===== src/sv/hsl_colorize_pixel_defines.svh =====
// Assertion macros for the hsl_colorize_pixel RTL, used by hscp_ctl.
`ifndef HSL_COLORIZE_PIXEL_DEFINES_SVH
`define HSL_COLORIZE_PIXEL_DEFINES_SVH

// Same-cycle implication, off during reset.
`define HSCP_ASSERT_NOW(label, clk, rst, ante, cons) \
  label: assert property (@(posedge clk) disable iff (rst) (ante) |-> (cons)) \
    else $error("hscp: same-cycle check failed");

// Next-cycle implication, off during reset.
`define HSCP_ASSERT_NEXT(label, clk, rst, ante, cons) \
  label: assert property (@(posedge clk) disable iff (rst) (ante) |=> (cons)) \
    else $error("hscp: next-cycle check failed");

`endif


===== src/sv/hscp_pkg.sv =====
// Types, constants and helpers for the HSL colorize pixel pipeline.
`default_nettype none

package hscp_pkg;

  localparam int StageCount = 6;
  localparam int CfgIdxW    = 2;

  localparam logic [CfgIdxW-1:0] RegTintHue = CfgIdxW'(0);
  localparam logic [CfgIdxW-1:0] RegTintSat = CfgIdxW'(1);

  // floor(n / 195075) == (n * RecipMul) >> RecipShift for every n < 2**26
  localparam longint unsigned ChanDiv    = 195075;
  localparam int              RecipShift = 44;
  localparam logic [26:0]     RecipMul   =
    27'(((64'd1 << RecipShift) + ChanDiv - 64'd1) / ChanDiv);

  typedef struct packed {
    logic [StageCount-1:0] en;   // stage k loads its registers
  } hscp_ctl_t;

  typedef struct packed {
    logic       use_q;   // base term is Q, else P
    logic [6:0] f;       // ramp factor on (Q - P)
  } hscp_sel_t;

  typedef struct packed {
    logic [15:0] base;
    logic [15:0] diff;
    logic [6:0]  f;
  } hscp_chan_in_t;

  // Hue position t (scaled by 765) to the base term and ramp factor.
  function automatic hscp_sel_t hscp_hue_sel(input logic [9:0] t);
    hscp_sel_t  s;
    logic [9:0] back;
    back    = 10'd510 - t;
    s.use_q = 1'b0;
    s.f     = '0;
    priority if (t <= 10'd127) begin
      s.f = t[6:0];
    end else if (t <= 10'd382) begin
      s.use_q = 1'b1;
    end else if (t < 10'd510) begin
      s.f = back[6:0];
    end else begin
      // floor at P, no ramp
      s.f = '0;
    end
    return s;
  endfunction

endpackage

`default_nettype wire


===== src/sv/hscp_if.sv =====
// Channel interfaces: input pixel, output pixel and config write.
`default_nettype none

interface hscp_pix_in_if;
  logic       valid;
  logic       ready;
  logic [7:0] in_red;
  logic [7:0] in_green;
  logic [7:0] in_blue;
  logic [7:0] in_alpha;
  modport source (output valid, in_red, in_green, in_blue, in_alpha, input ready);
  modport sink   (input valid, in_red, in_green, in_blue, in_alpha, output ready);
endinterface

interface hscp_pix_out_if;
  logic       valid;
  logic       ready;
  logic [7:0] out_red;
  logic [7:0] out_green;
  logic [7:0] out_blue;
  logic [7:0] out_alpha;
  modport source (output valid, out_red, out_green, out_blue, out_alpha, input ready);
  modport sink   (input valid, out_red, out_green, out_blue, out_alpha, output ready);
endinterface

interface hscp_cfg_if;
  logic       valid;
  logic       ready;
  logic [1:0] index;
  logic [7:0] data;
  modport source (output valid, index, data, input ready);
  modport sink   (input valid, index, data, output ready);
endinterface

`default_nettype wire


===== src/sv/hscp_ctl.sv =====
// Valid bits and stall chain for the six pipeline stages.
`default_nettype none
`include "hsl_colorize_pixel_defines.svh"

module hscp_ctl
  import hscp_pkg::*;
(
  input  logic      clk,
  input  logic      rst,
  input  logic      in_valid,
  output logic      in_ready,
  output logic      out_valid,
  input  logic      out_ready,
  output hscp_ctl_t ctl
);

  logic [StageCount-1:0] v;
  logic [StageCount-1:0] rdy;

  // a stage may load when empty or when the one after it moves
  always_comb begin
    rdy[StageCount-1] = !v[StageCount-1] || out_ready;
    for (int k = StageCount - 2; k >= 0; k--) begin
      rdy[k] = !v[k] || rdy[k+1];
    end
    ctl.en[0] = in_valid && rdy[0];
    for (int k = 1; k < StageCount; k++) begin
      ctl.en[k] = v[k-1] && rdy[k];
    end
  end

  always_ff @(posedge clk) begin
    if (rst) begin
      v <= '0;
    end else begin
      if (rdy[0]) v[0] <= in_valid;
      for (int k = 1; k < StageCount; k++) begin
        if (rdy[k]) v[k] <= v[k-1];
      end
    end
  end

  assign in_ready  = rdy[0];
  assign out_valid = v[StageCount-1];

  `HSCP_ASSERT_NOW(a_full_when_blocked, clk, rst, !rdy[0], &v)
  `HSCP_ASSERT_NEXT(a_accept_lands, clk, rst, ctl.en[0], v[0])
  `HSCP_ASSERT_NEXT(a_result_held, clk, rst, v[StageCount-1] && !out_ready, v[StageCount-1])

endmodule

`default_nettype wire


===== src/sv/hscp_front.sv =====
// Stages 1-3: gray level, hue selection, L*S product, Q and P terms.
`default_nettype none

module hscp_front
  import hscp_pkg::*;
(
  input  logic                clk,
  input  hscp_ctl_t           ctl,
  input  logic [7:0]          red,
  input  logic [7:0]          green,
  input  logic [7:0]          blue,
  input  logic [7:0]          alpha,
  input  logic [7:0]          hue,
  input  logic [7:0]          sat,
  output hscp_chan_in_t [2:0] chan,
  output logic [7:0]          alpha_out
);

  // stage 1 logic
  logic [12:0] sum;
  logic [9:0]  h3;
  logic [10:0] t_r_raw;
  logic [9:0]  t_r;
  logic [9:0]  t_b;

  always_comb begin
    sum = 13'({red, 3'b0}) + 13'({red, 1'b0}) + 13'(red)
        + 13'({green, 4'b0})
        + 13'({blue, 2'b0}) + 13'(blue);
    h3      = 10'({hue, 1'b0}) + 10'(hue);
    t_r_raw = 11'(h3) + 11'd255;
    t_r     = (t_r_raw > 11'd765) ? 10'(t_r_raw - 11'd765) : t_r_raw[9:0];
    t_b     = (h3 < 10'd255) ? (h3 + 10'd510) : (h3 - 10'd255);
  end

  logic [7:0]            lum1;
  logic [7:0]            sat1;
  logic [7:0]            alpha1;
  hscp_sel_t [2:0]       sel1;

  always_ff @(posedge clk) begin
    if (ctl.en[0]) begin
      lum1    <= sum[12:5];
      sat1    <= sat;
      alpha1  <= alpha;
      sel1[0] <= hscp_hue_sel(t_r);
      sel1[1] <= hscp_hue_sel(h3);
      sel1[2] <= hscp_hue_sel(t_b);
    end
  end

  // stage 2: L*S
  logic [7:0]      lum2;
  logic [7:0]      sat2;
  logic [7:0]      alpha2;
  logic [15:0]     ls2;
  hscp_sel_t [2:0] sel2;

  always_ff @(posedge clk) begin
    if (ctl.en[1]) begin
      lum2   <= lum1;
      sat2   <= sat1;
      alpha2 <= alpha1;
      ls2    <= {8'b0, lum1} * {8'b0, sat1};
      sel2   <= sel1;
    end
  end

  // stage 3: Q, P and Q-P, all scaled by 255*255
  logic [15:0] l255;
  logic [15:0] s255;
  logic [16:0] l510;
  logic [16:0] q_wide;
  logic [15:0] q;
  logic [15:0] p;
  logic [15:0] d;

  always_comb begin
    l255   = {lum2, 8'b0} - 16'(lum2);
    s255   = {sat2, 8'b0} - 16'(sat2);
    l510   = {lum2, 9'b0} - 17'({lum2, 1'b0});
    q_wide = lum2[7] ? (17'(l255) + 17'(s255) - 17'(ls2)) : (17'(l255) + 17'(ls2));
    q      = q_wide[15:0];
    p      = 16'(l510 - 17'(q));
    d      = q - p;
  end

  always_ff @(posedge clk) begin
    if (ctl.en[2]) begin
      alpha_out <= alpha2;
      for (int c = 0; c < 3; c++) begin
        chan[c].base <= sel2[c].use_q ? q : p;
        chan[c].diff <= d;
        chan[c].f    <= sel2[c].f;
      end
    end
  end

endmodule

`default_nettype wire


===== src/sv/hscp_chan.sv =====
// Stages 4-6 of one color channel: ramp product, numerator, divide by 195075.
`default_nettype none

module hscp_chan
  import hscp_pkg::*;
(
  input  logic          clk,
  input  hscp_ctl_t     ctl,
  input  hscp_chan_in_t cin,
  output logic [7:0]    value
);

  logic [22:0] prod4;
  logic [15:0] base4;
  logic [25:0] num5;
  logic [52:0] full;

  always_ff @(posedge clk) begin
    if (ctl.en[3]) begin
      prod4 <= 23'(cin.f) * 23'(cin.diff);
      base4 <= cin.base;
    end
  end

  // 765*base + 6*f*(Q-P), stays below 195075*256
  always_ff @(posedge clk) begin
    if (ctl.en[4]) begin
      num5 <= 26'(27'(base4) * 27'd765 + 27'(prod4) * 27'd6);
    end
  end

  // reciprocal multiply, exact for 26-bit numerators
  assign full = 53'(num5) * 53'(RecipMul);

  always_ff @(posedge clk) begin
    if (ctl.en[5]) begin
      value <= full[RecipShift +: 8];
    end
  end

endmodule

`default_nettype wire


===== src/sv/hsl_colorize_pixel.sv =====
// Top level of the HSL colorize pixel pipeline.
// Six register stages lie between pixel accept and result valid, one per pipeline step.
// Throughput: one pixel per clock; each stage holds its beat until the next frees up,
// so ready drops only when all six stages are full and the result is not taken.
// Rate is set by the six-stage valid/stall chain; no stage iterates.
// Reset (rst, synchronous): clears all stage valid bits, hue and saturation to 0.
`default_nettype none

module hsl_colorize_pixel
  import hscp_pkg::*;
(
  input  logic           clk,
  input  logic           rst,
  hscp_cfg_if.sink       cfg,
  hscp_pix_in_if.sink    pixel,
  hscp_pix_out_if.source result
);

  // --- config registers, always ready; unknown indexes are dropped
  logic [7:0] tint_hue;
  logic [7:0] tint_saturation;

  assign cfg.ready = 1'b1;

  always_ff @(posedge clk) begin
    if (rst) begin
      tint_hue        <= '0;
      tint_saturation <= '0;
    end else if (cfg.valid && cfg.ready) begin
      case (cfg.index)
        RegTintHue: tint_hue        <= cfg.data;
        RegTintSat: tint_saturation <= cfg.data;
        default: ;
      endcase
    end
  end

  // --- pipeline control: one valid bit per stage, bubbles collapse on stall
  hscp_ctl_t ctl;

  hscp_ctl u_ctl (
    .clk       (clk),
    .rst       (rst),
    .in_valid  (pixel.valid),
    .in_ready  (pixel.ready),
    .out_valid (result.valid),
    .out_ready (result.ready),
    .ctl       (ctl)
  );

  // --- stages 1-3: gray level, hue positions snapshot, Q/P terms
  hscp_chan_in_t [2:0] chan;
  logic [7:0]          alpha3;

  hscp_front u_front (
    .clk       (clk),
    .ctl       (ctl),
    .red       (pixel.in_red),
    .green     (pixel.in_green),
    .blue      (pixel.in_blue),
    .alpha     (pixel.in_alpha),
    .hue       (tint_hue),
    .sat       (tint_saturation),
    .chan      (chan),
    .alpha_out (alpha3)
  );

  // --- stages 4-6: one datapath per color channel (red, green, blue)
  logic [7:0] chan_val [3];

  for (genvar c = 0; c < 3; c++) begin : g_chan
    hscp_chan u_chan (
      .clk   (clk),
      .ctl   (ctl),
      .cin   (chan[c]),
      .value (chan_val[c])
    );
  end

  // alpha rides along stages 4-6 untouched
  logic [7:0] alpha4;
  logic [7:0] alpha5;
  logic [7:0] alpha6;

  always_ff @(posedge clk) begin
    if (ctl.en[3]) alpha4 <= alpha3;
    if (ctl.en[4]) alpha5 <= alpha4;
    if (ctl.en[5]) alpha6 <= alpha5;
  end

  assign result.out_red   = chan_val[0];
  assign result.out_green = chan_val[1];
  assign result.out_blue  = chan_val[2];
  assign result.out_alpha = alpha6;

endmodule

`default_nettype wire


===== src/flat_wrapper.sv =====
// flat-port wrapper written by rule: the top's interface ports become plain ports
module hsl_colorize_pixel_flat import hscp_pkg::*;
  (clk, rst, cfg_valid, cfg_index, cfg_data, cfg_ready, pixel_valid, pixel_in_red, pixel_in_green, pixel_in_blue, pixel_in_alpha, pixel_ready, result_valid, result_out_red, result_out_green, result_out_blue, result_out_alpha, result_ready);
  hscp_cfg_if cfg_i ();
  hscp_pix_in_if pixel_i ();
  hscp_pix_out_if result_i ();
  input  logic clk;
  input  logic rst;
  input wire logic [$bits(cfg_i.valid)-1:0] cfg_valid;
  input wire logic [$bits(cfg_i.index)-1:0] cfg_index;
  input wire logic [$bits(cfg_i.data)-1:0] cfg_data;
  output wire logic [$bits(cfg_i.ready)-1:0] cfg_ready;
  input wire logic [$bits(pixel_i.valid)-1:0] pixel_valid;
  input wire logic [$bits(pixel_i.in_red)-1:0] pixel_in_red;
  input wire logic [$bits(pixel_i.in_green)-1:0] pixel_in_green;
  input wire logic [$bits(pixel_i.in_blue)-1:0] pixel_in_blue;
  input wire logic [$bits(pixel_i.in_alpha)-1:0] pixel_in_alpha;
  output wire logic [$bits(pixel_i.ready)-1:0] pixel_ready;
  output wire logic [$bits(result_i.valid)-1:0] result_valid;
  output wire logic [$bits(result_i.out_red)-1:0] result_out_red;
  output wire logic [$bits(result_i.out_green)-1:0] result_out_green;
  output wire logic [$bits(result_i.out_blue)-1:0] result_out_blue;
  output wire logic [$bits(result_i.out_alpha)-1:0] result_out_alpha;
  input wire logic [$bits(result_i.ready)-1:0] result_ready;
  assign cfg_i.valid = cfg_valid;
  assign cfg_i.index = cfg_index;
  assign cfg_i.data = cfg_data;
  assign cfg_ready = cfg_i.ready;
  assign pixel_i.valid = pixel_valid;
  assign pixel_i.in_red = pixel_in_red;
  assign pixel_i.in_green = pixel_in_green;
  assign pixel_i.in_blue = pixel_in_blue;
  assign pixel_i.in_alpha = pixel_in_alpha;
  assign pixel_ready = pixel_i.ready;
  assign result_valid = result_i.valid;
  assign result_out_red = result_i.out_red;
  assign result_out_green = result_i.out_green;
  assign result_out_blue = result_i.out_blue;
  assign result_out_alpha = result_i.out_alpha;
  assign result_i.ready = result_ready;
  hsl_colorize_pixel u_core (.clk(clk), .rst(rst), .cfg(cfg_i), .pixel(pixel_i), .result(result_i));
endmodule

===== config.mk =====
export PLATFORM = sky130hd
export DESIGN_NAME = hsl_colorize_pixel_flat
export DESIGN_NICKNAME = d
export VERILOG_FILES = /design/src/sv/hscp_pkg.sv /design/src/sv/hscp_if.sv /design/src/sv/hscp_ctl.sv /design/src/sv/hscp_front.sv /design/src/sv/hscp_chan.sv /design/src/sv/hsl_colorize_pixel.sv /design/src/flat_wrapper.sv
export VERILOG_INCLUDE_DIRS = /design/src /design/src/sv
export SDC_FILE = /design/constraint.sdc
export NUM_CORES = 2
export LEC_CHECK = 0
export ABC_AREA = 1
export BUFFER_PORTS_ARGS = -buffer_cell sky130_fd_sc_hd__buf_2
export CORE_AREA = 2 2 378 417
export DETAILED_ROUTE_END_ITERATION = 10
export DIE_AREA = 0 0 380 419
export MAX_ROUTING_LAYER = met4
export PLACE_DENSITY_LB_ADDON = 0.08
export RECOVER_POWER = 100
export SETUP_SLACK_MARGIN = 0.2
export SLEW_MARGIN = 20
export SYNTH_ARGS = -nofsm -noshare
export SYNTH_HDL_FRONTEND = slang
export SYNTH_SLANG_ARGS = --single-unit

===== constraint.sdc =====
create_clock -name clk -period 18.4 [get_ports clk]
set_input_delay 2.76 -clock clk [delete_from_list [all_inputs] [get_ports clk]]
set_output_delay 2.76 -clock clk [all_outputs]
set_load 0.02 [all_outputs]

* Yosys cells after proc, flatten, opt, wreduce, memory -nomap -nowiden
Cells that the tools add are included. W data, S select, Z words.
Word-level totals: bits in registers 470, input port bits 47, output and inout bits 35, word-level logic and storage cells 138
Cells by class: add/sub/neg operators 24, multiply operators 13, $lt $le $gt $ge 11, equal/unequal tests 1, muxes and demuxes 18, reduce and logical (&&, ||, !) cells 21
Operators by type and width (count):
- $mul A26 B26 Y51 const B | 3
- $add A26 B26 Y26 | 3
- $mul A16 B10 Y26 const B | 3
- $mul A23 B2 Y25 const B | 3
- $mul A7 B16 Y23 | 3
- $mux W16 | 4
- $mux W7 | 9
- $sub A16 B16 Y16 | 3
- $add A16 B16 Y16 | 2
- $sub A16 B8 Y16 | 2
- $le A10 B7 Y1 const B | 3
- $le A10 B9 Y1 const B | 3
- $lt A10 B9 Y1 const B | 3
- $add A13 B8 Y13 | 2
- $sub A7 B7 Y7 const A | 3
- $mux W10 | 2
- $mul A8 B8 Y16 | 1
- $sub A16 B9 Y16 | 1
- $add A13 B10 Y13 | 1
- $add A13 B12 Y13 | 1
- $add A11 B9 Y12 | 1
- $add A10 B8 Y11 const B | 1
- $gt A11 B10 Y1 const B | 1
- $add A10 B9 Y10 const B | 1
- 11 further kinds | 29

* Depth between registers and ports, before layout
word-level depth 8, mapped depth 45, depth with buffers taken out 45

* Hierarchy
Synthesis repeated with hierarchy kept, for this count alone.
Second synthesis, totals: cells, all modules 9447, area, all modules 78464.0 sq um
By module, submodules not included:
- hscp_chan at u_core.g_chan[1].u_chan | instances 1, cells each 2540, area each 20473.4 sq um, sequential area each 2192.1 sq um
- hscp_chan at u_core.g_chan[0].u_chan | instances 1, cells each 2509, area each 20298.2 sq um, sequential area each 2192.1 sq um
- hscp_chan at u_core.g_chan[2].u_chan | instances 1, cells each 2489, area each 20241.9 sq um, sequential area each 2192.1 sq um
- hscp_front | instances 1, cells each 1743, area each 15718.8 sq um, sequential area each 6065.8 sq um
- hsl_colorize_pixel | instances 1, cells each 131, area each 1456.4 sq um, sequential area each 1041.0 sq um
- hscp_ctl | instances 1, cells each 35, area each 275.3 sq um, sequential area each 120.1 sq um

* Least setup slack after synthesis
No wires, ideal clock.
kind input to register, from input result_ready, to register u_core.u_front.alpha_out[0] (enable), library setup time 0.541 ns, arrival 6.899 ns, path slack 10.960 ns, stages 8, cell sequence nor2_1 > inv_1 > nor2_1 > inv_1 > nor2_1 > inv_1 > nor2_1 > nor2_1
RTL lines:
- start, declared | line flat_wrapper.sv:24 | input wire logic [$bits(result_i.ready)-1:0] result_ready;
- end signal, assigned | line hscp_front.sv:90 | alpha_out <= alpha2;
- end, declared | line hscp_front.sv:16 | output logic [7:0] alpha_out

==> qor.txt <==
TritonCTS clock tree = yes
drt wl/cell = 17.0 um
total CTS buffers = 56
initial antenna violation count = 1
Remaining DRCs = 0
GR Overflow Total = 0
failing checks = capacitance limit, slew limit
Hold Crit Class = reg -> reg
Final min period = 7970 ps
CP endpoint kind = flop
Synth Area per Inst = 9.59 um2
relative slew slack = -130%
crit path kind = in -> reg
final cell count without fillers = 9434
die area = 159000 um2
Finished Cell Area = 74000 um2
Placement Cell Area = 72200 um2
post-synth top area share = 26.0%
Final Skew = 64.3 ps
Clk pin slew, worst setup/hold paths = 60 ps
Final Setup Violations = 0
Async SR Flop Fraction = 0%
largest net degree at the start of global routing = 65
Final Hold Viols = 0
ANT cells = 0
Core Area = 155000 um2
Layout Nets = 9588
Syn Inst Count = 7222
maxcap violations = 10
Worst EP required = 18620 ps
CP max-delay cell = clkbuf_1
CP cell instances = buf_2 -> nor2_1 -> inv_1 -> nor2_1 -> inv_1 -> nor2_1 -> inv_1 -> nor2_1 -> nor2_1 -> clkbuf_1
share of post-route cells with drive strength above 1 = 2.90%
Sum Neg Setup Slack = 0 ps
Primary FF master, synth = edfxtp_1
Initial Util = 44.6%
Ys Warns = 0
Total Wirelength = 160 mm
status = finished with violations
critical path fanouts, max = 59
area of the mapped netlist = 69300 um2
via count = 47300
Die Wd = 380 um
Routability Congestion = 0.889
Clock Latency Late Sink = 690 ps
clk buf depth = 3
CP peak stage delay = 2540 ps
# H-tree levels = 2
Port Buf Inserts = 80
Most common cell on crit path = nor2_1
Startpoint Class = input pin
post-CTS sizing = 0
# rows = 152
Yosys reg bits = 460
Arr. time, crit path = 8190 ps
Clock Sink Count = 460
fin crit share = 43.3%
EDFF count, synth = 438
first-pass GRT wire length = 265 mm
Via density = 5.02
dpl hpwl = 137 mm
post-route ant nets = 0
post-synthesis sequential area ratio = 19.6%
fillers = 14900
cell taking the most area after synthesis = fa_1
top area cells in the synthesized netlist = fa_1 (26%), ha_1 (24%), edfxtp_1 (19%), inv_1 (8.2%), nand2_1 (5.9%)
final core utilization = 47.7%
Top Usage Layer GRT = met2
max-slew violations = 470
CTS hold repair buffers = 0
worst slew pin tran = 3450 ps
Post-CTS Setup Inserts = 0
die height = 419 um
M3 GR Usage = 1.78%
post-placement cell count = 9329
met1 Track Usage GR = 27.0%
Top Ports = 82
synth unique cells = 61
RSZ-0062 raised after global routing = false
clock tree root buffer cell = clkbuf_16
area added between synthesis and finish = 6.84%
GR Util All Layers = 21.3%
iteration count of the initial detailed-routing pass = 6
drt initial violations = 2150
FMAX = 125 MHz
vias in the first global route = 50400
met2 global-route usage = 36.2%
placed cells by master, fill, tap and decap left out, types with 56 or more instances in the layout:
master and instances:
a21oi_1 407, inv_1 1513, fa_1 901, nand2_1 1104, ha_1 1332, o21ai_0 249
xnor2_1 115, nand3_1 170, nor2_1 286, clkbuf_16 56, edfxtp_1 438, xor2_1 199
sequential cells by signal (all words and copies together) (netlist names):
signal,cells
u_core.alpha4,8
u_core.result.out_alpha,8
u_core.g_chan.u_chan.base4,46
u_core.tint_saturation,8
u_core.u_front.chan,82
u_core.g_chan.u_chan.value,24
u_core.u_front.lum1,8
u_core.g_chan.u_chan.num5,76
u_core.u_ctl.v,6
u_core.u_front.lum2,8
u_core.u_front.sel1,24
u_core.alpha5,8
u_core.u_front.alpha1,8
u_core.u_front.sat1,8
u_core.u_front.ls2,16
u_core.tint_hue,8
u_core.u_front.alpha2,8
u_core.u_front.sat2,8
u_core.u_front.alpha_out,8
u_core.g_chan.u_chan.prod4,66
u_core.u_front.sel2,24
final timing paths:
path	from	endpoint	slack (ps)	cells past startpoint
worst max-delay path	result_ready	u_core.u_front.alpha_out[7]$_DFFE_PP_	10430	10
worst min register to register	u_core.u_front.sel1[20]$_DFFE_PP_	u_core.u_front.sel2[20]$_DFFE_PP_	370	0
worst min-delay path	u_core.u_front.sel1[20]$_DFFE_PP_	u_core.u_front.sel2[20]$_DFFE_PP_	370	0
worst max register to register	u_core.u_front.lum2[0]$_DFFE_PP_	u_core.u_front.chan[100]$_DFFE_PP_	11470	33
cells in the mapped netlist, types with 7 or more instances:
| cell type | instances |
|---|---|
| inv_1 | 1514 |
| ha_1 | 1332 |
| nand2_1 | 1096 |
| fa_1 | 901 |
| edfxtp_1 | 438 |
| a21oi_1 | 407 |
| nor2_1 | 286 |
| o21ai_0 | 246 |
| xor2_1 | 199 |
| nand3_1 | 167 |
| xnor2_1 | 115 |
| clkbuf_1 | 75 |
| nor3_1 | 49 |
| a21o_1 | 41 |
| nand4_1 | 36 |
| a31oi_1 | 28 |
| o21a_1 | 23 |
| dfxtp_1 | 22 |
| o21bai_1 | 22 |
| nor4_1 | 19 |
| o211ai_1 | 19 |
| nand2_2 | 18 |
| a21boi_0 | 17 |
| or2_2 | 14 |
| a211oi_1 | 12 |
| nand3_2 | 11 |
| a221oi_1 | 10 |
| inv_2 | 9 |
| o221ai_1 | 9 |
| nand2_4 | 8 |
| o21ai_2 | 7 |
cells by family (layout without fill, tap and decap cells):
family | Yosys count | after routing | share of synthesized area, %
buffers and inverters | 1608 | 1727 | 8.73
adder cells (fa/ha/maj) | 2233 | 2233 | 50.1
other | 2 | 16 | 0.0108
AND/OR/NAND/NOR | 1730 | 1730 | 10.4
XOR/XNOR | 315 | 315 | 3.99
AO/OA/AOI/OAI | 874 | 874 | 7.14
flip-flops | 460 | 460 | 19.6
per-layer routing:
layer  up-vias  share of wire (%)
met5         -                  0
met4         0                3.6
met3       214                2.4
met2       565                 48
met1     23000                 46
li1      23500                  -
through the flow:
stage	hold WS, ps	setup WS (ps)
detailed placement	405	11040
finish	373	10430
global placement	401	11030
global route	386	9810
CTS	357	11240
floorplan	400	10960
critical path: cells and delay by family:
kind,cells,cell delay [ps]
buf+inv,5,2860
simple gates,5,2440
area by class of cell:
| type | instances | area [um2] | share of cell area [%] |
|---|---|---|---|
| multi-input cells | 5168 | 49600 | 67.1 |
| flip-flops and latches | 460 | 13600 | 18.4 |
| inverters | 1526 | 5730 | 7.74 |
| well taps | 2079 | 2600 | 3.51 |
| clock buffers | 62 | 1420 | 1.92 |
| clock inverters | 43 | 586 | 0.791 |
| repair buffers | 96 | 445 | 0.602 |
Power is left out: the tool's default activity adds up to more than one toggle a clock period on the data nets, which glitch-free logic cannot reach.
